<file path="config.mk">
export PLATFORM = sky130hd
export DESIGN_NAME = ksc_ram
export DESIGN_NICKNAME = d
export VERILOG_FILES = /design/src/key_swing_capture_macros.svh /design/src/ksc_ram.sv
export SDC_FILE = /design/constraint.sdc
export NUM_CORES = 2
export LEC_CHECK = 0
export BUFFER_PORTS_ARGS = -buffer_cell sky130_fd_sc_hd__buf_2
export CORE_UTILIZATION = 40
export CTS_CLUSTER_DIAMETER = 80
export DETAILED_ROUTE_END_ITERATION = 8
export GPL_TIMING_DRIVEN = 0
export PLACE_DENSITY_LB_ADDON = 0.25
export SETUP_SLACK_MARGIN = 0.3
export SLEW_MARGIN = 10
export SYNTH_ARGS = -nofsm -noshare
export SYNTH_HDL_FRONTEND = slang
export SYNTH_SLANG_ARGS = --single-unit
</file>
<file path="constraint.sdc">
create_clock -name clk -period 2.8 [get_ports clk]
set_input_delay 0.56 -clock clk [delete_from_list [all_inputs] [get_ports clk]]
set_output_delay 0.56 -clock clk [all_outputs]
set_load 0.01 [all_outputs]
</file>
<file path="src/key_swing_capture_macros.svh">
// Assertion macros shared by the key swing capture RTL.
`ifndef KEY_SWING_CAPTURE_MACROS_SVH
`define KEY_SWING_CAPTURE_MACROS_SVH

`ifndef SYNTHESIS
// Check that a condition holds at every clock edge outside reset.
`define KSC_ASSERT_HOLD(lbl, cond, msg) \
    lbl: assert property (@(posedge clk) disable iff (!rst_n) (cond)) else $error(msg);
// Check that a condition implies another in the same cycle.
`define KSC_ASSERT_IMP(lbl, ante, cons, msg) \
    lbl: assert property (@(posedge clk) disable iff (!rst_n) (ante) |-> (cons)) else $error(msg);
// Check that a condition implies another in the next cycle.
`define KSC_ASSERT_NXT(lbl, ante, cons, msg) \
    lbl: assert property (@(posedge clk) disable iff (!rst_n) (ante) |=> (cons)) else $error(msg);
`else
`define KSC_ASSERT_HOLD(lbl, cond, msg)
`define KSC_ASSERT_IMP(lbl, ante, cons, msg)
`define KSC_ASSERT_NXT(lbl, ante, cons, msg)
`endif

`endif

</file>
<file path="src/ksc_ram.sv">
// Generic simple dual-port RAM with one write port and a registered read port.
module ksc_ram #(
    parameter int WIDTH = 16,
    parameter int DEPTH = 256
) (
    input  logic                                  clk,
    input  logic                                  we,
    input  logic [(DEPTH > 1 ? $clog2(DEPTH) : 1)-1:0] waddr,
    input  logic [WIDTH-1:0]                      wdata,
    input  logic                                  re,
    input  logic [(DEPTH > 1 ? $clog2(DEPTH) : 1)-1:0] raddr,
    output logic [WIDTH-1:0]                      rdata
);

    logic [WIDTH-1:0] mem_reg [DEPTH];

    // Write one word, read one word with registered data
    always_ff @(posedge clk)
    begin
        if (we)
        begin
            mem_reg[waddr] <= wdata;
        end
        if (re)
        begin
            rdata <= mem_reg[raddr];
        end
    end

endmodule

</file>
==> run summary <==
After layout, the worst path uses 108% of the clock period. The sum of internal, switching and leakage power is 131 mW, and the wire length of the first global-routing pass is 691,000 µm. For this configuration, the core starts out at a cell density of 40.2%.

In this run the vertical extent of the chip is 632 µm. For the final critical-path setup slack, the log shows -0.230 ns. The register with the most flip-flops in the layout has 4,096 of them. STA puts the critical path data arrival time at 3.70 ns. The logs give 30 for the initial antenna violation count and 77.7% for the post-synthesis sequential area ratio. met2 is the most crowded layer.

The number of placement rows is 231. TritonCTS built the clock tree. Setup repair after global routing could not meet its margin everywhere. The critical-path maximum fanout works out to 10. The total overflow reported by the global router was 0; the final-report setup violation count was 14. Clock tree synthesis inserted a total of 413 buffers.

The tools report the instance area at placement as 172,000 µm². After Yosys synthesis, full adders, half adders and majority gates account for 0% of the synthesized area. The routed layout has 83,529 vias. Traced cell by cell, the critical path runs through buf_2 > buf_2 > clkdlybuf4s18_2 > o32ai_2 > a22oi_2 > nand4_1 > nor4_4. In this run the standard cell core region covers 396,000 µm².

By area, the combinational part of the netlist is dominated by multiplexers. The routed length per instance is 37.1 µm. The logs give 0.330 GHz for the maximum operating frequency and 7,395 for the total nets after synthesis. The worst endpoint required time was 3.47 ns; the post-synthesis mux area share was 15.5%. Among the stages of the critical path, the cell type that occurs most often is sky130_fd_sc_hd__buf_2. The tools report the maximum number of pins on one net before global-route repair as 139. The area growth from synthesis to layout is 19.7%. The total number of nets in the final design is 8,229, and the number of warnings reported in the yosys synthesis log is 0.

After detailed routing, the number of vias per cell comes to 6.05. Nature of the critical path startpoint: an input pin. The run gives 159,000 µm² as the post-synthesis cell area.

The first routing iteration left 11,804 violations. Stage delay of the slowest cell on the critical path: 0.69 ns. The setup path with the least slack is of type in2reg. For the pin with the worst max-slew slack, the measured transition is 1.27 ns. Counting along the longest clock path gives a buffer depth of 4.

The post-synthesis compound-gate area fraction was 3.53%; the total of max-cap violations was 0. After Yosys synthesis, XOR and XNOR cells account for 0% of the synthesized area. The post-synthesis average cell area is 21.6 µm².

Summed over all nets, the half-perimeter wirelength after detailed placement is 353,000 µm. The power density over the cells is 687 nW/µm². The slowest stage of the critical path is the sky130_fd_sc_hd__nor4_4 cell.

Remaining antenna violation count after routing: 1. In the global route stage, met3 resource usage came out at 5.97%. The layout cell share with drive strength beyond 1 works out to 33.7%. The flow ran to the end, but the final reports show violations. At the end of the flow the core is filled with cells to 48.1%.

The library cell used most frequently in the layout, excluding fill and tap cells, is sky130_fd_sc_hd__edfxtp_1. After Yosys synthesis, and, or, nand and nor cells account for 1.57% of the synthesized area. Number of max-slew violations in the final report: 0. In the global route stage, met2 resource usage came out at 39.7%.

Between clock sinks in the finished design, the worst skew comes to 0.0374 ns. In the layout the commonest cells are 4,112 x sky130_fd_sc_hd__edfxtp_1, 797 x sky130_fd_sc_hd__mux4_2, 561 x sky130_fd_sc_hd__mux2i_1, 425 x sky130_fd_sc_hd__clkbuf_16, 206 x sky130_fd_sc_hd__buf_8. The number of failing hold endpoints at the final stage is 0, and the post-detailed-route DRC marker count is 6. The number of detailed-routing iterations run before antenna repair was 9. The run gives 51 as the distinct cell type count after synthesis. Headroom to the max-slew limit came out at 15.3%.

Buffers placed on the I/O ports in this run total 40. Before CTS, the worst setup slack after placement is -3.94 ns. The cell count after synthesis came out at 7,360.

After detailed routing, the total wire length is 512,000 µm. In this run the horizontal extent of the chip is 632 µm. Across the VDD grid, the largest voltage drop is 0.537 mV. 51 I/O pins were placed.

The area of the die is 400,000 µm², and the minimum clock period is 3.03 ns. Global routing consumed, over all layers together, 25.3% of the routing resources. After synthesis the netlist holds a flip-flop and latch count of 4,112. The clock slew seen by the registers of the worst setup and hold paths was 0.06 ns; the static leakage power was 60.0 nW.

The critical path endpoint category is a register. The H-tree generated during clock tree synthesis spans 5 levels. The number of global-route vias before repair is 82,183. The final reports fail on antenna rules, DRC, setup timing. For this design, the sink count on the clock tree is 4,112. The tools report the total non-filler cell area in the finished layout as 190,000 µm².

Clock latency on the worst-skew pair, taken at its later pin, is 0.99 ns. The global placer's final weighted congestion came out at 0.986. For this run, global-route usage on met1 was measured as 33.3%. The type of the tightest min-delay check was in2reg. Cell at the root of the clock tree: sky130_fd_sc_hd__clkbuf_16.
Yosys cell counts (all sizes together):
cell	instances	area [µm²]
a2111oi	6	52.6
a211oi	18	135
a21o	2	15.0
a21oi	175	876
a221oi	28	245
a22o	32	280
a22oi	43	323
a31oi	6	37.5
and2	2	12.5
and3	11	68.8
and4	2	17.5
buf	222	1810
clkbuf	230	863
edfxtp	4112	123000
inv	4	15.0
mux2	88	991
mux2i	565	5660
mux4	797	17900
nand2	38	143
nand2b	3	18.8
nand3	35	175
nand3b	1	7.51
nand4	26	163
nand4b	3	26.3
nor2	304	1140
nor2b	9	56.3
nor3	92	460
nor3b	1	7.51
nor4	18	119
nor4bb	2	20.0
o21ai	38	190
o221ai	253	2220
o22ai	148	926
o31ai	16	120
o32ai	21	191
or2	5	31.3
or3	2	12.5
or3b	1	8.76
or4b	1	10.0
logic make-up (layout without fill, tap and decap cells):
| kind of cell | count (synthesis) | after routing |
|---|---|---|
| compound gates | 786 | 786 |
| buf+inv | 456 | 1635 |
| flops | 4112 | 4112 |
| mux | 1450 | 1450 |
| other cells | 0 | 23 |
| simple gates | 556 | 556 |
worst max-delay path, delay by kind of cell:
| kind | cells | cell delay (ns) |
|---|---|---|
| AOI/OAI and AO/OA | 2 | 0.59 |
| buffers and inverters | 3 | 1.46 |
| and+or+nand+nor | 2 | 1.06 |
what timing repair did:
| item | in CTS | in global routing |
|---|---|---|
| gates cloned | 0 | 2 |
| hold buffers | 7 | 0 |
| endpoints found under the hold margin | 145 | 0 |
| buffers inserted | 41 | 63 |
| endpoints found under the setup margin | 1272 | 814 |
| pin swaps | 93 | 65 |
| gates resized for setup | 797 | 188 |
power by group:
| group | total, mW | leakage (nW) | internal (mW) | switching, mW |
|---|---|---|---|---|
| Combinational | 8.45 | 16.6 | 2.84 | 5.61 |
| Clock | 54.3 | 6.41 | 30.5 | 23.8 |
| Sequential | 67.9 | 37.0 | 67.9 | 0.0476 |
| Total | 131 | 60.0 | 101 | 29.5 |
layout make-up:
class	count	area, µm²
Antenna cell	23	57.6
Buffer	452	4380
Clock buffer	499	10800
Clock inverter	261	2250
Fill cell	31790	205000
Inverter	4	22.5
Multi-Input combinational cell	2792	36500
Sequential cell	4112	123000
Tap cell	5242	6560
Timing Repair Buffer	419	6130
layer usage:
metal / vias to the layer above / wire length [µm]
met3: 1025 / 52600
met4: 4 / 29300
met5: - / 29
li1: 33116 / -
met2: 4681 / 238000
met1: 44703 / 192000
through the flow:
stage | setup TNS [ns] | cells | hold WS, ns
floorplan | 0 | 7360 | 0.659
global placement | - | 12642 | 0.974
detailed placement | -2373.92 | 12908 | 0.800
CTS | -0.508 | 13716 | 0.00336
global route | -1.46 | 13789 | 0.0440
finish | -2.22 | 13804 | 0.0474
worst paths after layout:
path,start,end,slack (ns),cells past startpoint
max,raddr[4],rdata[1]$_DFFE_PP_,-0.23,7
min,wdata[8],mem_reg[191][8]$_DFFE_PP_,0.05,1
min reg2reg,mem_reg[127][4]$_DFFE_PP_,rdata[4]$_DFFE_PP_,1.30,5
max reg2reg,mem_reg[11][10]$_DFFE_PP_,rdata[10]$_DFFE_PP_,-0.17,6
No activity file was read; power rests on OpenSTA's default activity.
