`src/key_swing_capture_macros.svh`:
```
// Assertion macros shared by the key swing capture RTL.
`ifndef KEY_SWING_CAPTURE_MACROS_SVH
`define KEY_SWING_CAPTURE_MACROS_SVH

`ifndef SYNTHESIS
// Check that a condition holds at every clock edge outside reset.
`define KSC_ASSERT_HOLD(lbl, cond, msg) \
    lbl: assert property (@(posedge clk) disable iff (!rst_n) (cond)) else $error(msg);
// Check that a condition implies another in the same cycle.
`define KSC_ASSERT_IMP(lbl, ante, cons, msg) \
    lbl: assert property (@(posedge clk) disable iff (!rst_n) (ante) |-> (cons)) else $error(msg);
// Check that a condition implies another in the next cycle.
`define KSC_ASSERT_NXT(lbl, ante, cons, msg) \
    lbl: assert property (@(posedge clk) disable iff (!rst_n) (ante) |=> (cons)) else $error(msg);
`else
`define KSC_ASSERT_HOLD(lbl, cond, msg)
`define KSC_ASSERT_IMP(lbl, ante, cons, msg)
`define KSC_ASSERT_NXT(lbl, ante, cons, msg)
`endif

`endif

```
`src/ksc_pkg.sv`:
```
// Types, codes and constants of the key swing capture block.
package ksc_pkg;

    localparam int KSC_NUM_KEYS      = 16;
    localparam int KSC_PREROLL_DEPTH = 16;
    localparam int KSC_CAPTURE_DEPTH = 512;

    localparam int          REST_SHIFT     = 10;
    localparam logic [16:0] QUIET_MAX      = 17'h1FFFF;
    localparam logic [16:0] QUIET_DEFAULT  = 17'd36;
    localparam logic [16:0] QUIET_FLOOR    = 17'd4;
    localparam logic [31:0] PERIOD_LIMIT   = 32'd100000;
    localparam logic [31:0] DROP_TIME_US   = 32'd1000000;
    localparam logic [15:0] AMP_MAX        = 16'hFFFF;
    localparam logic [15:0] DIV5_RECIP     = 16'd52429;
    localparam int          DIV5_SHIFT     = 18;
    localparam logic [19:0] MS_TO_US       = 20'd1000;
    localparam int          DIV_WIDTH      = 20;
    localparam int          PERIOD_WIDTH   = 17;

    localparam logic [15:0] THR_RESET      = 16'd256;
    localparam logic [15:0] MIN_AMP_RESET  = 16'd1024;
    localparam logic [9:0]  END_MS_RESET   = 10'd60;

    typedef enum logic [1:0] {
        OP_SWEEP   = 2'd0,
        OP_SAMPLE  = 2'd1,
        OP_READ    = 2'd2,
        OP_RELEASE = 2'd3
    } ksc_op_t;

    typedef enum logic [2:0] {
        EV_NONE    = 3'd0,
        EV_IGNORED = 3'd1,
        EV_STARTED = 3'd2,
        EV_DONE    = 3'd3,
        EV_DROPPED = 3'd4,
        EV_MISSED  = 3'd5
    } ksc_event_t;

    typedef enum logic [1:0] {
        MODE_IDLE   = 2'd0,
        MODE_ACTIVE = 2'd1,
        MODE_DONE   = 2'd2
    } ksc_mode_t;

    typedef enum logic [2:0] {
        CFG_START_THR = 3'd0,
        CFG_MIN_AMP   = 3'd1,
        CFG_END_MS    = 3'd2,
        CFG_DISABLED  = 3'd3,
        CFG_INVERTED  = 3'd4
    } ksc_cfg_t;

    typedef enum logic [3:0] {
        ST_IDLE,
        ST_DECODE,
        ST_DIV,
        ST_PRESS,
        ST_ACT_STORE,
        ST_NEAR,
        ST_ACT_JUDGE,
        ST_REST_JUDGE,
        ST_COPY,
        ST_MISS_JUDGE,
        ST_FILTER,
        ST_READ,
        ST_WRITEBACK,
        ST_FINISH
    } ksc_state_t;

    typedef struct packed {
        logic busy;
        logic done;
    } ksc_div_status_t;

endpackage

```
`src/ksc_divider.sv`:
```
// Restoring divider, one quotient bit per cycle, for the quiet sample count.
module ksc_divider (
    input  logic                                  clk,
    input  logic                                  rst_n,
    input  logic                                  start,
    input  logic [ksc_pkg::DIV_WIDTH-1:0]         dividend,
    input  logic [ksc_pkg::PERIOD_WIDTH-1:0]      divisor,
    output logic [ksc_pkg::DIV_WIDTH-1:0]         quotient,
    output ksc_pkg::ksc_div_status_t              status
);
    import ksc_pkg::*;

    localparam int CW = $clog2(DIV_WIDTH);

    logic                    run_reg;
    logic                    done_reg;
    logic [CW-1:0]           cnt_reg;
    logic [PERIOD_WIDTH:0]   rem_reg;
    logic [DIV_WIDTH-1:0]    quo_reg;
    logic [PERIOD_WIDTH-1:0] dsr_reg;
    logic [PERIOD_WIDTH:0]   rem_shift;
    logic [PERIOD_WIDTH:0]   rem_next;
    logic                    bit_next;

    // Shift in one dividend bit and try a subtract
    always_comb
    begin
        rem_shift = {rem_reg[PERIOD_WIDTH-1:0], quo_reg[DIV_WIDTH-1]};
        bit_next  = rem_shift >= {1'b0, dsr_reg};
        rem_next  = bit_next ? rem_shift - {1'b0, dsr_reg} : rem_shift;
    end

    // Sequence the iterations
    always_ff @(posedge clk or negedge rst_n)
    begin
        if (!rst_n)
        begin
            run_reg  <= 1'b0;
            done_reg <= 1'b0;
            cnt_reg  <= '0;
        end
        else if (start)
        begin
            run_reg  <= 1'b1;
            done_reg <= 1'b0;
            cnt_reg  <= '0;
        end
        else if (run_reg)
        begin
            cnt_reg <= cnt_reg + 1'b1;
            if (cnt_reg == CW'(DIV_WIDTH - 1))
            begin
                run_reg  <= 1'b0;
                done_reg <= 1'b1;
            end
        end
        else
        begin
            done_reg <= 1'b0;
        end
    end

    // Hold operands and partial results
    always_ff @(posedge clk)
    begin
        if (start)
        begin
            rem_reg <= '0;
            quo_reg <= dividend;
            dsr_reg <= divisor;
        end
        else if (run_reg)
        begin
            rem_reg <= rem_next;
            quo_reg <= {quo_reg[DIV_WIDTH-2:0], bit_next};
        end
    end

    assign quotient    = quo_reg;
    assign status.busy = run_reg;
    assign status.done = done_reg;

endmodule

```
`config.mk`:
```
export PLATFORM = sky130hd
export DESIGN_NAME = ksc_divider
export DESIGN_NICKNAME = d
export VERILOG_FILES = /design/src/key_swing_capture_macros.svh /design/src/ksc_pkg.sv /design/src/ksc_divider.sv
export SDC_FILE = /design/constraint.sdc
export NUM_CORES = 1
export LEC_CHECK = 0
export ABC_CLOCK_PERIOD_IN_PS = 4300
export BUFFER_PORTS_ARGS = -buffer_cell sky130_fd_sc_hd__buf_4
export CORE_ASPECT_RATIO = 1.75
export CORE_MARGIN = 5
export CORE_UTILIZATION = 60
export CTS_CLUSTER_DIAMETER = 50
export DETAILED_ROUTE_END_ITERATION = 8
export HOLD_SLACK_MARGIN = 0.08
export PLACE_DENSITY = 0.95
export SLEW_MARGIN = 20
export SYNTH_ARGS = -nofsm -noshare
export SYNTH_HDL_FRONTEND = slang
export SYNTH_SLANG_ARGS = --single-unit
```
`constraint.sdc`:
```
create_clock -name clk -period 4.3 [get_ports clk]
set_input_delay 0.43 -clock clk [delete_from_list [all_inputs] [get_ports clk]]
set_output_delay 0.43 -clock clk [all_outputs]
set_load 0.005 [all_outputs]
```
==> metrics.csv <==
metric,value,unit
# diodes,0,
"CTS clk-pin slew, worst paths",70,ps
final worst slack,977,ps
Root Buffer,clkbuf_8,
Worst Path Required,4540,ps
DR iter-0 viols,93,
Std-Cell Core Area,0.00550,mm²
GPL Wtd Cong,0.924,
max layer used,met4,
die area,0.00724,mm²
Post-layout nets,434,
Clock power frac,0.342,
status,completed,
Die Y,109,µm
WL final,7650,µm
Worst Hold Class,in -> reg,
DIE WIDTH,66.5,µm
design area,0.00402,mm²
worst slew pin tran,1010,ps
final hold slack,250,ps
DR vias,2670,
"Top FF cell, synth",edfxtp_1,
routed vias/inst,5.86,
met3 wire length,529,µm
final cell count without fillers,456,
P_int,0.00104,W
Post-Route Setup TNS,0,ps
fmax,301,MHz
Port Buffers,61,
period utilisation layout,0.773,
Setup CP Type,reg -> reg,
RSZ-0062 raised after global routing,false,
initial antenna violation count,0,
# IOs,62,
Register-to-Register Setup Slack,980,ps
worst skew pair latency,350,ps
VDD IR max,253,µV
Power Density,349,mW/mm²
Metal-1 WL,2590,µm
sw power,0.000360,W
critical path startpoint category,register,
cts bufs inserted,9,
fin. max-slew vios,0,
Syn Nets,375,
Comb pwr share,0.167,
post-CTS setup buffer count,0,
"Seq/Total Area, Yosys",0.485,
hold_buf cts,1,
worst rel slew slack,0.325,
"FF+latch count, synth",61,
Final min period,3320,ps
max reg flops,20,
synthesis warning total,0,
1st-pass router iterations,5,
Max-Cap Viols,0,
DRC viols,0,
H-tree levels,3,
wire length on met2,4220,µm
worst-path fanout max,20,
Placed Cells,439,
Yosys cell types,54,
post-DP HPWL,5570,µm
initial core utilization,0.610,
Mapped Cells,316,
Place WS,1110,ps
Layout area overhead,19.9,%
gr ovfl total,0,
leak pwr,1.73,nW
worst clock skew,8.72,ps
Post-Syn Area,0.00335,mm²
Seq pwr share,0.492,
Final setup viols,0,
clk buf depth,2,
drt wl/cell,16.8,µm
vias in the first global route,2798,
Final Hold Viols,0,
Site Rows,36,
share of cells above drive strength 1,0.274,
largest net degree at the start of global routing,51,
CTS tree,built,
cells resized by post-CTS repair,0,
global-route wire length before repair,12500,µm
average size of a mapped cell,10.6,µm²
Post-DP Area,0.00383,mm²
switch share,0.256,
Crit path arrival time,3560,ps
All-Layer GR Usage,0.233,
Crit. End Element,register,
"FFs w/ async S/R, synth",0.115,
Clock Sinks,61,
"EDFF count, synth",37,
DRT antenna net count,0,
final timing paths:
check / start / endpoint / cells past startpoint
worst min-delay path: divisor[2] / dsr_reg[2] / 1
worst min register to register: rem_reg[1] / rem_reg[1] / 2
worst max-delay path: quotient[19] / rem_reg[0] / 10
min in group asynchronous: rst_n / cnt_reg[4] / 2
max in group asynchronous: rst_n / cnt_reg[0] / 2
worst max register to register: quotient[19] / rem_reg[0] / 10
kinds of logic (layout without fill, tap and decap cells):
family | count (synthesis) | count (layout) | synth area share
fa+ha+maj | 19 | 19 | 0.0731
mux | 24 | 24 | 0.0791
compound gates | 63 | 63 | 0.135
flops | 61 | 61 | 0.485
buf+inv | 40 | 104 | 0.0545
xor+xnor | 16 | 16 | 0.0418
simple gates | 93 | 93 | 0.131
critical path: stages, from the launching register on:
cell and delay, ps:
edfxtp_1 410, inv_1 100, ha_1 170, inv_1 60, fa_1 400, a21oi_1 280, o211ai_2 180, a221oi_2 450
o31a_1 730, mux2i_1 210, a22o_1 240
synthesized netlist by cell type (2+ instances only):
cell type  number  area share
a311oi_1        4       0.010
ha_1           18       0.067
xnor2_1         9       0.024
buf_4           4      0.0090
a21oi_1        17       0.025
dfxtp_1        17        0.10
nand3_1        21       0.031
mux2i_1         4       0.012
nand4b_1        3      0.0078
o311ai_0        2      0.0052
a32oi_1         8       0.021
dfrtp_1         7       0.052
inv_1          24       0.027
o21ai_1         2      0.0030
nor2b_1         2      0.0037
buf_1           3      0.0034
nand2_1        34       0.038
edfxtp_1       37        0.33
buf_6           2      0.0067
o21ai_0        11       0.016
mux2_2         20       0.067
nor2_1         20       0.022
nand4_1         3      0.0056
xor2_1          7       0.018
nand2b_1        3      0.0056
clkbuf_1        5      0.0056
a21oi_2         2      0.0052
cell usage in the layout (no fill, tap or decap), types with 3 or more instances in the layout:
cell,count
mux2i_1,4
nor2_1,20
nand4_1,3
dfxtp_1,17
xnor2_1,9
o21ai_0,11
nand3_1,21
clkbuf_8,9
a21oi_1,17
inv_1,24
a311oi_1,4
dfrtp_1,7
buf_4,63
ha_1,18
xor2_1,7
nand2_1,34
edfxtp_1,37
mux2_2,20
a32oi_1,8
nand4b_1,3
nand2b_1,3
power groups by stage:
| stage | Clock (W) | Combinational [W] | Sequential (W) |
|---|---|---|---|
| global route | 0.000511 | 0.000258 | 0.000694 |
| finish | 0.000479 | 0.000234 | 0.000690 |
| CTS | 0.000490 | 0.000234 | 0.000690 |
| global placement | 0 | 0.000220 | 0.000699 |
| detailed placement | 0 | 0.000230 | 0.000701 |
| floorplan | 0 | 0.000139 | 0.000697 |
layout make-up:
class,count,area (µm²)
sequential,61,1630
clock inverter,6,55.1
fill,398,1470
inverter,24,90.1
clock buffer,10,128
multi-input combinational,215,1540
timing repair buffer,64,483
tap,76,95.1
routing by layer:
| metal | vias to the layer above | track usage |
|---|---|---|
| li1 | 1266 | - |
| met1 | 1253 | 0.226 |
| met2 | 114 | 0.418 |
| met3 | 37 | 0.0825 |
| met4 | 0 | 0.124 |
| met5 | - | 0 |
per-stage QoR:
step / total power, W / util
floorplan: 0.000836 / -
global placement: 0.000919 / 0.697
detailed placement: 0.000931 / 0.697
CTS: 0.00141 / 0.732
global route: 0.00146 / 0.732
finish: 0.00140 / 0.732
No activity file was read; power rests on OpenSTA's default activity.
